## src/hw/rtl/dssd_pkg.sv

```systemverilog
// dssd_pkg: shared types, codes and segment table for the seven-segment display writer
// used by dssd_conv, dssd_burst and decimal_seven_segment_display_writer
`default_nettype none

package dssd_pkg;

  localparam logic [7:0]  CMD_DISPLAY_ON  = 8'h48;
  localparam logic [7:0]  CMD_DIGIT_BASE  = 8'h68;
  localparam logic [7:0]  CONTROL_RESET   = 8'h01;
  localparam logic [13:0] NUMBER_MAX      = 14'd9999;
  localparam logic [4:0]  BLANK_CODE      = 5'd16;
  localparam int          NUM_DIGITS      = 4;

  typedef enum logic [1:0] {
    REQ_DISPLAY_ON = 2'd0,
    REQ_NUMBER     = 2'd1,
    REQ_DIGIT      = 2'd2
  } req_code_t;

  typedef struct packed {
    logic [1:0]  req_type;
    logic [15:0] number_value;
    logic [1:0]  digit_index;
    logic [4:0]  digit_code;
  } dssd_in_t;

  typedef struct packed {
    logic [7:0] cmd_address;
    logic [7:0] cmd_data;
    logic       last;
  } dssd_out_t;

  // after the thousands split
  typedef struct packed {
    logic [1:0] req_type;
    logic [1:0] digit_index;
    logic [4:0] digit_code;
    logic [3:0] d_thou;
    logic [9:0] rem;
  } dssd_thou_t;

  // after the hundreds split, handed to the command burst
  typedef struct packed {
    logic [1:0] req_type;
    logic [1:0] digit_index;
    logic [4:0] digit_code;
    logic [3:0] d_thou;
    logic [3:0] d_hund;
    logic [6:0] rem;
  } dssd_work_t;

  function automatic logic [7:0] seg_pattern(input logic [4:0] code);
    logic [7:0] pat;
    if (code >= BLANK_CODE) begin
      pat = 8'h00;
    end else begin
      case (code[3:0])
        4'h0: pat = 8'h3f;
        4'h1: pat = 8'h06;
        4'h2: pat = 8'h5b;
        4'h3: pat = 8'h4f;
        4'h4: pat = 8'h66;
        4'h5: pat = 8'h6d;
        4'h6: pat = 8'h7d;
        4'h7: pat = 8'h07;
        4'h8: pat = 8'h7f;
        4'h9: pat = 8'h6f;
        4'ha: pat = 8'h77;
        4'hb: pat = 8'h7c;
        4'hc: pat = 8'h39;
        4'hd: pat = 8'h5e;
        4'he: pat = 8'h79;
        4'hf: pat = 8'h71;
        default: pat = 8'h00;
      endcase
    end
    return pat;
  endfunction

endpackage

`default_nettype wire

```

## src/hw/rtl/decimal_seven_segment_display_writer.sv

```systemverilog
// Seven-segment display command writer. Each request word turns into display
// commands (address byte, data byte, last flag). Display-on and single-digit
// requests give one command each and can be taken every cycle while the output
// does not stall; a number request gives four digit commands, one per cycle
// while the output does not stall. A request passes the input register, thousands
// split, hundreds split and command register before its first command appears.
// Numbers above 9999 show as 9999 and leading zeros are blanked.
// depends on dssd_pkg, dssd_conv, dssd_burst
`default_nettype none

module decimal_seven_segment_display_writer
  import dssd_pkg::*;
(
  input  wire logic       clk,
  input  wire logic       rst,
  input  wire logic       in_valid,
  output logic            in_stall,
  input  wire dssd_in_t   in_data,
  output logic            out_valid,
  input  wire logic       out_stall,
  output dssd_out_t       out_data,
  input  wire logic       cfg_valid,
  output logic            cfg_ready,
  input  wire logic [7:0] cfg_data
);

  logic [7:0] display_control;
  logic       work_valid;
  logic       work_ready;
  dssd_work_t work_data;

  assign cfg_ready = 1'b1;

  always_ff @(posedge clk) begin
    if (rst) begin
      display_control <= CONTROL_RESET;
    end else if (cfg_valid && cfg_ready) begin
      display_control <= cfg_data;
    end
  end

  dssd_conv u_conv (
    .clk        (clk),
    .rst        (rst),
    .in_valid   (in_valid),
    .in_stall   (in_stall),
    .in_data    (in_data),
    .work_valid (work_valid),
    .work_ready (work_ready),
    .work_data  (work_data)
  );

  dssd_burst u_burst (
    .clk             (clk),
    .rst             (rst),
    .display_control (display_control),
    .work_valid      (work_valid),
    .work_ready      (work_ready),
    .work_data       (work_data),
    .out_valid       (out_valid),
    .out_stall       (out_stall),
    .out_data        (out_data)
  );

`ifndef SYNTHESIS
  // a number burst runs without gaps once started
  a_burst_continues: assert property (@(posedge clk) disable iff (rst)
    out_valid && !out_stall && !out_data.last |=> out_valid)
    else $error("number burst broken");

  // digit addresses step by two within a burst
  a_burst_address_step: assert property (@(posedge clk) disable iff (rst)
    out_valid && !out_stall && !out_data.last |=>
      out_data.cmd_address == $past(out_data.cmd_address) + 8'd2)
    else $error("burst address did not advance");

  // only the first three digits of a number come without last
  a_nonlast_digit: assert property (@(posedge clk) disable iff (rst)
    out_valid && !out_data.last |->
      out_data.cmd_address == CMD_DIGIT_BASE ||
      out_data.cmd_address == CMD_DIGIT_BASE + 8'd2 ||
      out_data.cmd_address == CMD_DIGIT_BASE + 8'd4)
    else $error("non-last word outside the digit range");
`endif

endmodule

`default_nettype wire

```

## src/hw/rtl/dssd_conv.sv

```systemverilog
// dssd_conv: input register and the thousands and hundreds digit split stages
// depends on dssd_pkg
`default_nettype none

module dssd_conv
  import dssd_pkg::*;
(
  input  wire logic       clk,
  input  wire logic       rst,
  input  wire logic       in_valid,
  output logic            in_stall,
  input  wire dssd_in_t   in_data,
  output logic            work_valid,
  input  wire logic       work_ready,
  output dssd_work_t      work_data
);

  logic       in_reg_valid;
  dssd_in_t   in_reg;
  logic       thou_valid;
  dssd_thou_t thou;
  logic       hund_valid;
  dssd_work_t hund;

  logic       in_reg_ready;
  logic       thou_ready;
  logic       hund_ready;

  dssd_thou_t thou_next;
  dssd_work_t hund_next;

  logic [13:0] num_clamped;
  logic [13:0] thou_base;
  logic [9:0]  hund_base;

  assign hund_ready   = !hund_valid || work_ready;
  assign thou_ready   = !thou_valid || hund_ready;
  assign in_reg_ready = !in_reg_valid || thou_ready;
  assign in_stall     = !in_reg_ready;

  // thousands digit by parallel compares against constant multiples
  always_comb begin
    num_clamped = (in_reg.number_value > 16'(NUMBER_MAX)) ? NUMBER_MAX
                                                          : in_reg.number_value[13:0];
    thou_next.req_type    = in_reg.req_type;
    thou_next.digit_index = in_reg.digit_index;
    thou_next.digit_code  = in_reg.digit_code;
    thou_next.d_thou      = 4'd0;
    thou_base             = 14'd0;
    for (int k = 1; k < 10; k++) begin
      if (num_clamped >= 14'(k * 1000)) begin
        thou_next.d_thou = 4'(k);
        thou_base        = 14'(k * 1000);
      end
    end
    thou_next.rem = 10'(num_clamped - thou_base);
  end

  always_comb begin
    hund_next.req_type    = thou.req_type;
    hund_next.digit_index = thou.digit_index;
    hund_next.digit_code  = thou.digit_code;
    hund_next.d_thou      = thou.d_thou;
    hund_next.d_hund      = 4'd0;
    hund_base             = 10'd0;
    for (int k = 1; k < 10; k++) begin
      if (thou.rem >= 10'(k * 100)) begin
        hund_next.d_hund = 4'(k);
        hund_base        = 10'(k * 100);
      end
    end
    hund_next.rem = 7'(thou.rem - hund_base);
  end

  always_ff @(posedge clk) begin
    if (rst) begin
      in_reg_valid <= 1'b0;
      thou_valid   <= 1'b0;
      hund_valid   <= 1'b0;
    end else begin
      if (in_reg_ready) begin
        in_reg_valid <= in_valid;
      end
      if (thou_ready) begin
        thou_valid <= in_reg_valid;
      end
      if (hund_ready) begin
        hund_valid <= thou_valid;
      end
    end
  end

  always_ff @(posedge clk) begin
    if (in_reg_ready && in_valid) begin
      in_reg <= in_data;
    end
    if (thou_ready && in_reg_valid) begin
      thou <= thou_next;
    end
    if (hund_ready && thou_valid) begin
      hund <= hund_next;
    end
  end

  assign work_valid = hund_valid;
  assign work_data  = hund;

endmodule

`default_nettype wire

```

## src/hw/rtl/dssd_burst.sv

```systemverilog
// dssd_burst: builds the commands of one request and sends them one word a cycle while the output does not stall
// depends on dssd_pkg
`default_nettype none

module dssd_burst
  import dssd_pkg::*;
(
  input  wire logic        clk,
  input  wire logic        rst,
  input  wire logic [7:0]  display_control,
  input  wire logic        work_valid,
  output logic             work_ready,
  input  wire dssd_work_t  work_data,
  output logic             out_valid,
  input  wire logic        out_stall,
  output dssd_out_t        out_data
);

  dssd_out_t  ent      [NUM_DIGITS];
  dssd_out_t  ent_next [NUM_DIGITS];
  dssd_out_t  load_ent [NUM_DIGITS];
  logic [2:0] cnt;
  logic [2:0] cnt_next;
  logic [2:0] load_cnt;

  logic       pop;
  logic       load;
  logic [3:0] digit [NUM_DIGITS];
  logic [3:0] d_tens;
  logic [6:0] tens_base;
  logic       seen;

  assign pop        = (cnt != 3'd0) && !out_stall;
  assign work_ready = (cnt == 3'd0) || ((cnt == 3'd1) && !out_stall);
  assign load       = work_valid && work_ready;

  always_comb begin
    d_tens    = 4'd0;
    tens_base = 7'd0;
    for (int k = 1; k < 10; k++) begin
      if (work_data.rem >= 7'(k * 10)) begin
        d_tens    = 4'(k);
        tens_base = 7'(k * 10);
      end
    end
    digit[0] = work_data.d_thou;
    digit[1] = work_data.d_hund;
    digit[2] = d_tens;
    digit[3] = 4'(work_data.rem - tens_base);

    for (int k = 0; k < NUM_DIGITS; k++) begin
      load_ent[k] = '{cmd_address: 8'h00, cmd_data: 8'h00, last: 1'b0};
    end
    load_cnt = 3'd0;
    seen     = 1'b0;

    case (work_data.req_type)
      REQ_DISPLAY_ON: begin
        load_ent[0] = '{cmd_address: CMD_DISPLAY_ON, cmd_data: display_control, last: 1'b1};
        load_cnt    = 3'd1;
      end
      REQ_NUMBER: begin
        // leading zero positions blank, the rightmost always shows
        for (int k = 0; k < NUM_DIGITS; k++) begin
          seen = seen || (digit[k] != 4'd0) || (k == NUM_DIGITS - 1);
          load_ent[k].cmd_address = 8'(CMD_DIGIT_BASE + 2 * k);
          load_ent[k].cmd_data    = seen ? seg_pattern({1'b0, digit[k]}) : 8'h00;
          load_ent[k].last        = (k == NUM_DIGITS - 1);
        end
        load_cnt = 3'(NUM_DIGITS);
      end
      REQ_DIGIT: begin
        load_ent[0].cmd_address = CMD_DIGIT_BASE + {5'd0, work_data.digit_index, 1'b0};
        load_ent[0].cmd_data    = seg_pattern(work_data.digit_code);
        load_ent[0].last        = 1'b1;
        load_cnt                = 3'd1;
      end
      default: begin
        load_cnt = 3'd0;
      end
    endcase
  end

  always_comb begin
    for (int k = 0; k < NUM_DIGITS; k++) begin
      ent_next[k] = ent[k];
    end
    cnt_next = cnt;
    if (pop) begin
      for (int k = 0; k < NUM_DIGITS - 1; k++) begin
        ent_next[k] = ent[k + 1];
      end
      cnt_next = cnt - 3'd1;
    end
    if (load) begin
      for (int k = 0; k < NUM_DIGITS; k++) begin
        ent_next[k] = load_ent[k];
      end
      cnt_next = load_cnt;
    end
  end

  always_ff @(posedge clk) begin
    if (rst) begin
      cnt <= 3'd0;
    end else begin
      cnt <= cnt_next;
    end
  end

  always_ff @(posedge clk) begin
    for (int k = 0; k < NUM_DIGITS; k++) begin
      ent[k] <= ent_next[k];
    end
  end

  assign out_valid = (cnt != 3'd0);
  assign out_data  = ent[0];

endmodule

`default_nettype wire
```

## config.mk

```make
export PLATFORM = sky130hd
export DESIGN_NAME = decimal_seven_segment_display_writer
export DESIGN_NICKNAME = d
export VERILOG_FILES = /design/src/hw/rtl/dssd_pkg.sv /design/src/hw/rtl/decimal_seven_segment_display_writer.sv /design/src/hw/rtl/dssd_conv.sv /design/src/hw/rtl/dssd_burst.sv
export SDC_FILE = /design/constraint.sdc
export NUM_CORES = 1
export LEC_CHECK = 0
export ABC_AREA = 1
export BUFFER_PORTS_ARGS = -buffer_cell sky130_fd_sc_hd__buf_2
export CORE_MARGIN = 2
export CORE_UTILIZATION = 50
export CTS_CLUSTER_SIZE = 14
export DETAILED_ROUTE_END_ITERATION = 8
export PLACE_DENSITY = 0.68
export SLEW_MARGIN = 30
export SYNTH_ARGS = -nofsm -noshare
export SYNTH_HDL_FRONTEND = slang
export SYNTH_SLANG_ARGS = --single-unit
```

## constraint.sdc

```tcl
create_clock -name clk -period 3.75 [get_ports clk]
set_input_delay 0.75 -clock clk [delete_from_list [all_inputs] [get_ports clk]]
set_output_delay 0.75 -clock clk [all_outputs]
set_load 0.005 [all_outputs]
```

==> flow_metrics.env, run 1 <==
export IMPL_regArea_um2=3920
export IMPL_max_freq_mhz=299
export IMPL_maxCapViolCount=0
export IMPL_power_switching_share_pct=28.4
export IMPL_antenna_found_initial=0
export IMPL_total_power_w=0.00450
export IMPL_wirelength_um=14300
export IMPL_yosysTopAreaCell="edfxtp_1"
export IMPL_fill_cells=1223
export IMPL_synth_cells=820
export IMPL_fin_util_pct=58.9
export IMPL_p_clk_share_pct=33.3
export IMPL_hold_buffers=0
export IMPL_cp_start_kind="register"
export IMPL_postSynthAreaPerCell_um2=9.14
export IMPL_ir_drop_mv=0.553
export IMPL_crit_family="simple AND/OR/NAND/NOR gates"
export IMPL_clk_path_buf_depth=2
export IMPL_synth_seq_cells=141
export IMPL_drtIter0Drc=345
export IMPL_overflow=0
export IMPL_yosysMostFrequentCell="nand2_1"
export IMPL_die_area_um2=16000
export IMPL_ios=58
export IMPL_root_buffer="clkbuf_16"
export IMPL_firstDrtPassIters=4
export IMPL_path_class="reg2reg"
export IMPL_slew_headroom_pct=46.1
export IMPL_async_reset_ff_share_pct=0
export IMPL_post_dp_hpwl_um=10600
export IMPL_grt_pass1_wl_um=23600
export IMPL_synth_ff_type="edfxtp_1"
export IMPL_synth_distinct_cells=43
export IMPL_required_ns=4.02
export IMPL_worst_setup_path_end_kind="register"
export IMPL_ys_top_cells_by_area="edfxtp_1 (44%), nand2_1 (8.8%), dfxtp_1 (8.3%)"
export IMPL_hold_violations=0
export IMPL_multi_input_area_um2=3070
export IMPL_clock_sinks=141
export IMPL_cp_common_cell="nand2_1"
export IMPL_fin_area_um2=8600
export IMPL_setup_violations=0
export IMPL_h_tree_depth=4
export IMPL_drt_vias_per_instance=5.12
export IMPL_ant_nets=0
export IMPL_grt_max_degree=30
export IMPL_power_frac_comb_pct=20.0
export IMPL_io_buffers=53
export IMPL_diodes=0
export IMPL_power_frac_seq_pct=46.7
export IMPL_grt_use_total_pct=18.4
export IMPL_layout_nets=986
export IMPL_slowest_stage="edfxtp_1"
export IMPL_finClkSkew_ns=0.00842
export IMPL_worstPathCellList="nor2_2 -> nand2_1 -> nand2_1 -> o21ai_0 -> o211ai_1 -> nand2_1 -> nand2_1 -> nand2_1 -> a21o_1 -> nand2_1 -> ha_1 -> inv_1 -> fa_1 -> xor2_1 -> or2_2 -> nand2_1 -> inv_1 -> a21oi_1 -> nand2_1 -> a21oi_1"
export IMPL_synth_common_cells="nand2_1 (176), inv_1 (114), edfxtp_1 (110)"
export IMPL_status="completed"
export IMPL_insertion_delay_ns=0.42
export IMPL_row_count=44
export IMPL_ys_warn_count=0
export IMPL_cts_tree="done"
export IMPL_period_share_pct=89.2
export IMPL_die_y_um=126
export IMPL_synth_edf_count=110
export IMPL_final_max_slew_viol_count=0
export IMPL_worst_hold_slack_ns=0.417
export IMPL_largest_reg_flops=41
export IMPL_wl_per_cell_um=13.0
export IMPL_yosysSeqAreaShare_pct=52.4
export IMPL_min_period_ns=3.34
export IMPL_internal_power_w=0.00322
export IMPL_powerDensity_nw_per_um2=523
export IMPL_start_util_pct=51.4
export IMPL_p_leak_nw=3.76
export IMPL_arrival_ns=3.61
export IMPL_clk_pin_slew_ns=0.06
export IMPL_grt_pass1_vias=5097
export IMPL_min_path_type="reg2reg"
export IMPL_layout_drive_gt1_share_pct=14.3
export IMPL_dpl_instance_area_um2=7980
export IMPL_crit_buf_inv=2
export IMPL_die_w_um=126
export IMPL_worst_pin_slew_ns=0.808
export IMPL_worst_path_max_fanout=9
export IMPL_area_delta_synth_final_pct=14.7
export IMPL_synthesis_area_um2=7490
export IMPL_power_switching_w=0.00128
export IMPL_num_vias=5604
export IMPL_cts_buffers_inserted=17
export IMPL_place_gp_congestion=0.942
export IMPL_core_um2=14600
export IMPL_drc_errors=0
export IMPL_synth_top_area_share_pct=44.1
export IMPL_slowest_delay_ns=0.44
==> power by group through the flow <==
stage	sequential (W)	combinational (W)	clock, W
6_report	0.00210	0.000899	0.00150
3_3_place_gp	0.00213	0.000881	0
4_1_cts	0.00210	0.000893	0.00153
3_5_place_dp	0.00213	0.000887	0
2_1_floorplan	0.00211	0.000612	0
5_1_grt	0.00212	0.00103	0.00160
==> through the flow <==
stage	TNS, ns	worst slack (ns)	instances
floorplan	0	0.654	822
detailed placement	0	0.298	1053
global placement	0	0.424	1053
global route	-0.0169	-0.0151	1094
finish	0	0.406	1094
CTS	0	0.276	1085
==> cells in the final DEF, fill, tap and decap left out, types with 2 or more instances in the layout <==
cell        count
inv_1         114
nor4_1          3
a21oi_1        29
xnor2_1         4
buf_4          18
nor3_1          5
a32o_1          5
or2_2           9
nand3b_1        2
dfxtp_1        31
nand2_1       175
o21ai_1         4
a221oi_1        9
clkinv_2        8
o211ai_1        8
conb_1          4
a22oi_1         3
nand3_2         3
nand2_2         8
nor2_1         88
clkbuf_16      17
clkinv_1        2
buf_2          53
clkinvlp_4      4
inv_2           2
nand3_1        26
edfxtp_1      110
o21ai_0        67
xor2_1          6
nor2_2          5
nand4_1         5
a31oi_1         8
o2111ai_1       3
o21bai_1        3
ha_1           49
fa_1            2
a21boi_0        3
o22ai_1         6
==> final timing paths <==
| path | start | depth (start not counted) | end | slack (ns) |
|---|---|---|---|---|
| worst max register to register | u_conv.work_data[5]$_DFFE_PP_ | 20 | u_burst.ent[3][1]$_SDFFCE_PN0P_ | 0.41 |
| worst min register to register | u_conv.hund_next[23]$_DFFE_PP_ | 0 | u_conv.work_data[23]$_DFFE_PP_ | 0.42 |
| worst max-delay path | u_conv.work_data[5]$_DFFE_PP_ | 20 | u_burst.ent[3][1]$_SDFFCE_PN0P_ | 0.41 |
| worst min-delay path | u_conv.hund_next[23]$_DFFE_PP_ | 0 | u_conv.work_data[23]$_DFFE_PP_ | 0.42 |
==> layout make-up <==
class / instances / area share [%]
sequential: 141 / 45.6
multi-input combinational: 549 / 35.7
inverter: 117 / 5.11
clock buffer: 18 / 4.99
timing repair buffer: 71 / 4.66
tap: 184 / 2.68
clock inverter: 14 / 1.21
==> what timing repair did <==
| action | 4_1_cts | 5_1_grt |
|---|---|---|
| buffers inserted | 0 | 9 |
| endpoints found under the setup margin | 0 | 7 |
| resized for setup | 0 | 4 |
| endpoints found under the hold margin | 0 | 0 |
==> kinds of logic after synthesis <==
logic type / share of synthesized area, %
xor gates and xnor gates: 1.17
other: 0.100
buffers and inverters: 7.01
adders and majority gates: 8.71
AOI/OAI and AO/OA: 12.2
DFF: 52.4
and+or+nand+nor: 18.5
==> routing by layer <==
metal	part of all wire, %	up-vias	track usage (%)
li1	-	2910	-
met1	47	2517	24.4
met2	46	156	29.1
met3	5.1	21	4.98
met4	1.5	0	6.79
met5	0	-	0
(Power assumes the default switching activity.)
==> inputs of run 2 (changes only) <==
- CORE_UTILIZATION: 50 -> 60
- PLACE_DENSITY: 0.68 -> 0.8
==> run 2 against run 1 <==
Effect of this change:
- sequential share of layout area increased by 0.15 points
- non-clock buffer count decreased by 9
- final cell count decreased by 2.3%
- largest power group unchanged
- largest cell class unchanged
==> flow_metrics.env, run 2 (synthesis results as in run 1) <==
export IMPL_path_class="reg2reg"
export IMPL_setup_violations=0
export IMPL_cts_buffers_inserted=17
export IMPL_max_freq_mhz=288
export IMPL_antenna_found_initial=0
export IMPL_diodes=0
export IMPL_clock_sinks=141
export IMPL_place_gp_congestion=0.967
export IMPL_io_buffers=53
export IMPL_final_max_slew_viol_count=0
export IMPL_fin_setup_tns_ns=0
export IMPL_final_common_cell="nand2_1"
export IMPL_grt_pass1_wl_um=25100
export IMPL_grt_max_degree=28
export IMPL_grt_pass1_vias=5490
export IMPL_final_cell_mix="nand2_1 (176), inv_1 (114), edfxtp_1 (110)"
export IMPL_core_um2=12100
export IMPL_wl_per_cell_um=14.1
export IMPL_slowest_stage="edfxtp_1"
export IMPL_min_period_ns=3.47
export IMPL_maxCapViolCount=0
export IMPL_crit_buf_inv=2
export IMPL_largest_reg_flops=41
export IMPL_wirelength_um=15100
export IMPL_arrival_ns=3.63
export IMPL_min_path_type="reg2reg"
export IMPL_die_y_um=116
export IMPL_ant_nets=0
export IMPL_num_vias=5848
export IMPL_layout_drive_gt1_share_pct=13.8
export IMPL_slew_headroom_pct=43.3
export IMPL_overflow=0
export IMPL_period_share_pct=92.5
export IMPL_h_tree_depth=4
export IMPL_worst_path_max_fanout=9
export IMPL_ios=58
export IMPL_die_area_um2=13400
export IMPL_total_power_w=0.00459
export IMPL_insertion_delay_ns=0.43
export IMPL_worst_setup_path_end_kind="register"
export IMPL_status="completed"
export IMPL_drtIter0Drc=488
export IMPL_p_leak_nw=3.75
export IMPL_clk_path_buf_depth=2
export IMPL_layout_nets=977
export IMPL_required_ns=3.91
export IMPL_firstDrtPassIters=6
export IMPL_root_buffer="clkbuf_16"
export IMPL_cp_common_cell="nand2_1"
export IMPL_cp_start_kind="register"
export IMPL_hold_violations=0
export IMPL_finClkSkew_ns=0.00562
export IMPL_die_w_um=116
export IMPL_grt_use_total_pct=24.2
export IMPL_worst_pin_slew_ns=0.847
export IMPL_powerDensity_nw_per_um2=536
export IMPL_drt_vias_per_instance=5.47
export IMPL_slowest_delay_ns=0.47
export IMPL_start_util_pct=61.9
export IMPL_area_delta_synth_final_pct=14.3
export IMPL_post_dp_hpwl_um=11200
export IMPL_ir_drop_mv=0.442
export IMPL_clk_pin_slew_ns=0.06
export IMPL_worstPathCellList="nor2_2 -> nand2_1 -> nand2_1 -> o21ai_0 -> o211ai_1 -> nand2_1 -> nand2_1 -> nand2_1 -> a21o_1 -> nand2_1 -> ha_1 -> inv_1 -> fa_1 -> xor2_1 -> or2_2 -> nand2_1 -> inv_1 -> o21ai_0 -> a21oi_1"
export IMPL_row_count=40
export IMPL_cts_tree="done"
export IMPL_drc_errors=0
export IMPL_reg2reg_slack_ns=0.28
export IMPL_crit_family="simple AND/OR/NAND/NOR gates"
-- run 2: changes by cell type in the layout (fill, tap and decap cells not counted), moves of 2 or more --
cell	change
nor2_1	-2
nand2_2	-2
clkinv_1	-2
clkbuf_4	+5
clkbuf_16	+2
clkinvlp_4	-3
buf_4	-9
clkinv_2	-6
clkbuf_8	+2
-- run 2: final timing paths --
path	cells after the start	end	start
max	19	u_burst.ent[3][5]$_SDFFCE_PN0P_	u_conv.work_data[6]$_DFFE_PP_
min	0	u_conv.work_data[19]$_DFFE_PP_	u_conv.hund_next[19]$_DFFE_PP_
max reg2reg	19	u_burst.ent[3][5]$_SDFFCE_PN0P_	u_conv.work_data[6]$_DFFE_PP_
min reg2reg	0	u_conv.work_data[19]$_DFFE_PP_	u_conv.hund_next[19]$_DFFE_PP_
-- run 2: area by class of cell --
cell class	count	area, um^2
repair buffers	62	333
fillers	878	3540
flip-flops and latches	141	3920
clock buffers	28	548
inverters	117	443
clock inverters	4	25.0
multi-input cells	549	3090
well taps	168	210
-- run 2: what timing repair did --
| item | CTS | global route |
|---|---|---|
| endpoints found under the hold margin | 0 | 0 |
| setup buffers | 0 | 3 |
| setup endpoints to repair | 0 | 7 |
| hold buffers | 0 | 0 |
| resized for setup | 0 | 9 |
-- run 2: routing by layer --
metal	vias to the layer above	wire [um]	GRT usage, %
met5	-	0	0
met2	270	7300	40.9
met3	51	988	5.70
li1	2890	-	-
met4	0	396	11.0
met1	2637	6390	29.6
-- run 2: per-stage QoR --
stage | instance area (um^2) | instances | util [%] | worst slack, ns | hold slack [ns]
after detailed placement | 7940 | 1034 | 65.5 | 0.276 | 0.405
final | 8570 | 1069 | 70.8 | 0.281 | 0.417
after floorplan | 7500 | 822 | - | 0.654 | 0.400
after global routing | 8570 | 1069 | 70.8 | -0.0569 | 0.434
after CTS | 8510 | 1066 | 70.3 | 0.210 | 0.420
after global placement | 7940 | 1034 | 65.5 | 0.444 | 0.401
-- run 2: power breakdown --
| group | internal [W] | leakage [nW] | switching (W) |
|---|---|---|---|
| logic | 0.000315 | 2.16 | 0.000591 |
| clock network | 0.000994 | 0.290 | 0.000592 |
| registers | 0.00200 | 1.29 | 0.0000937 |
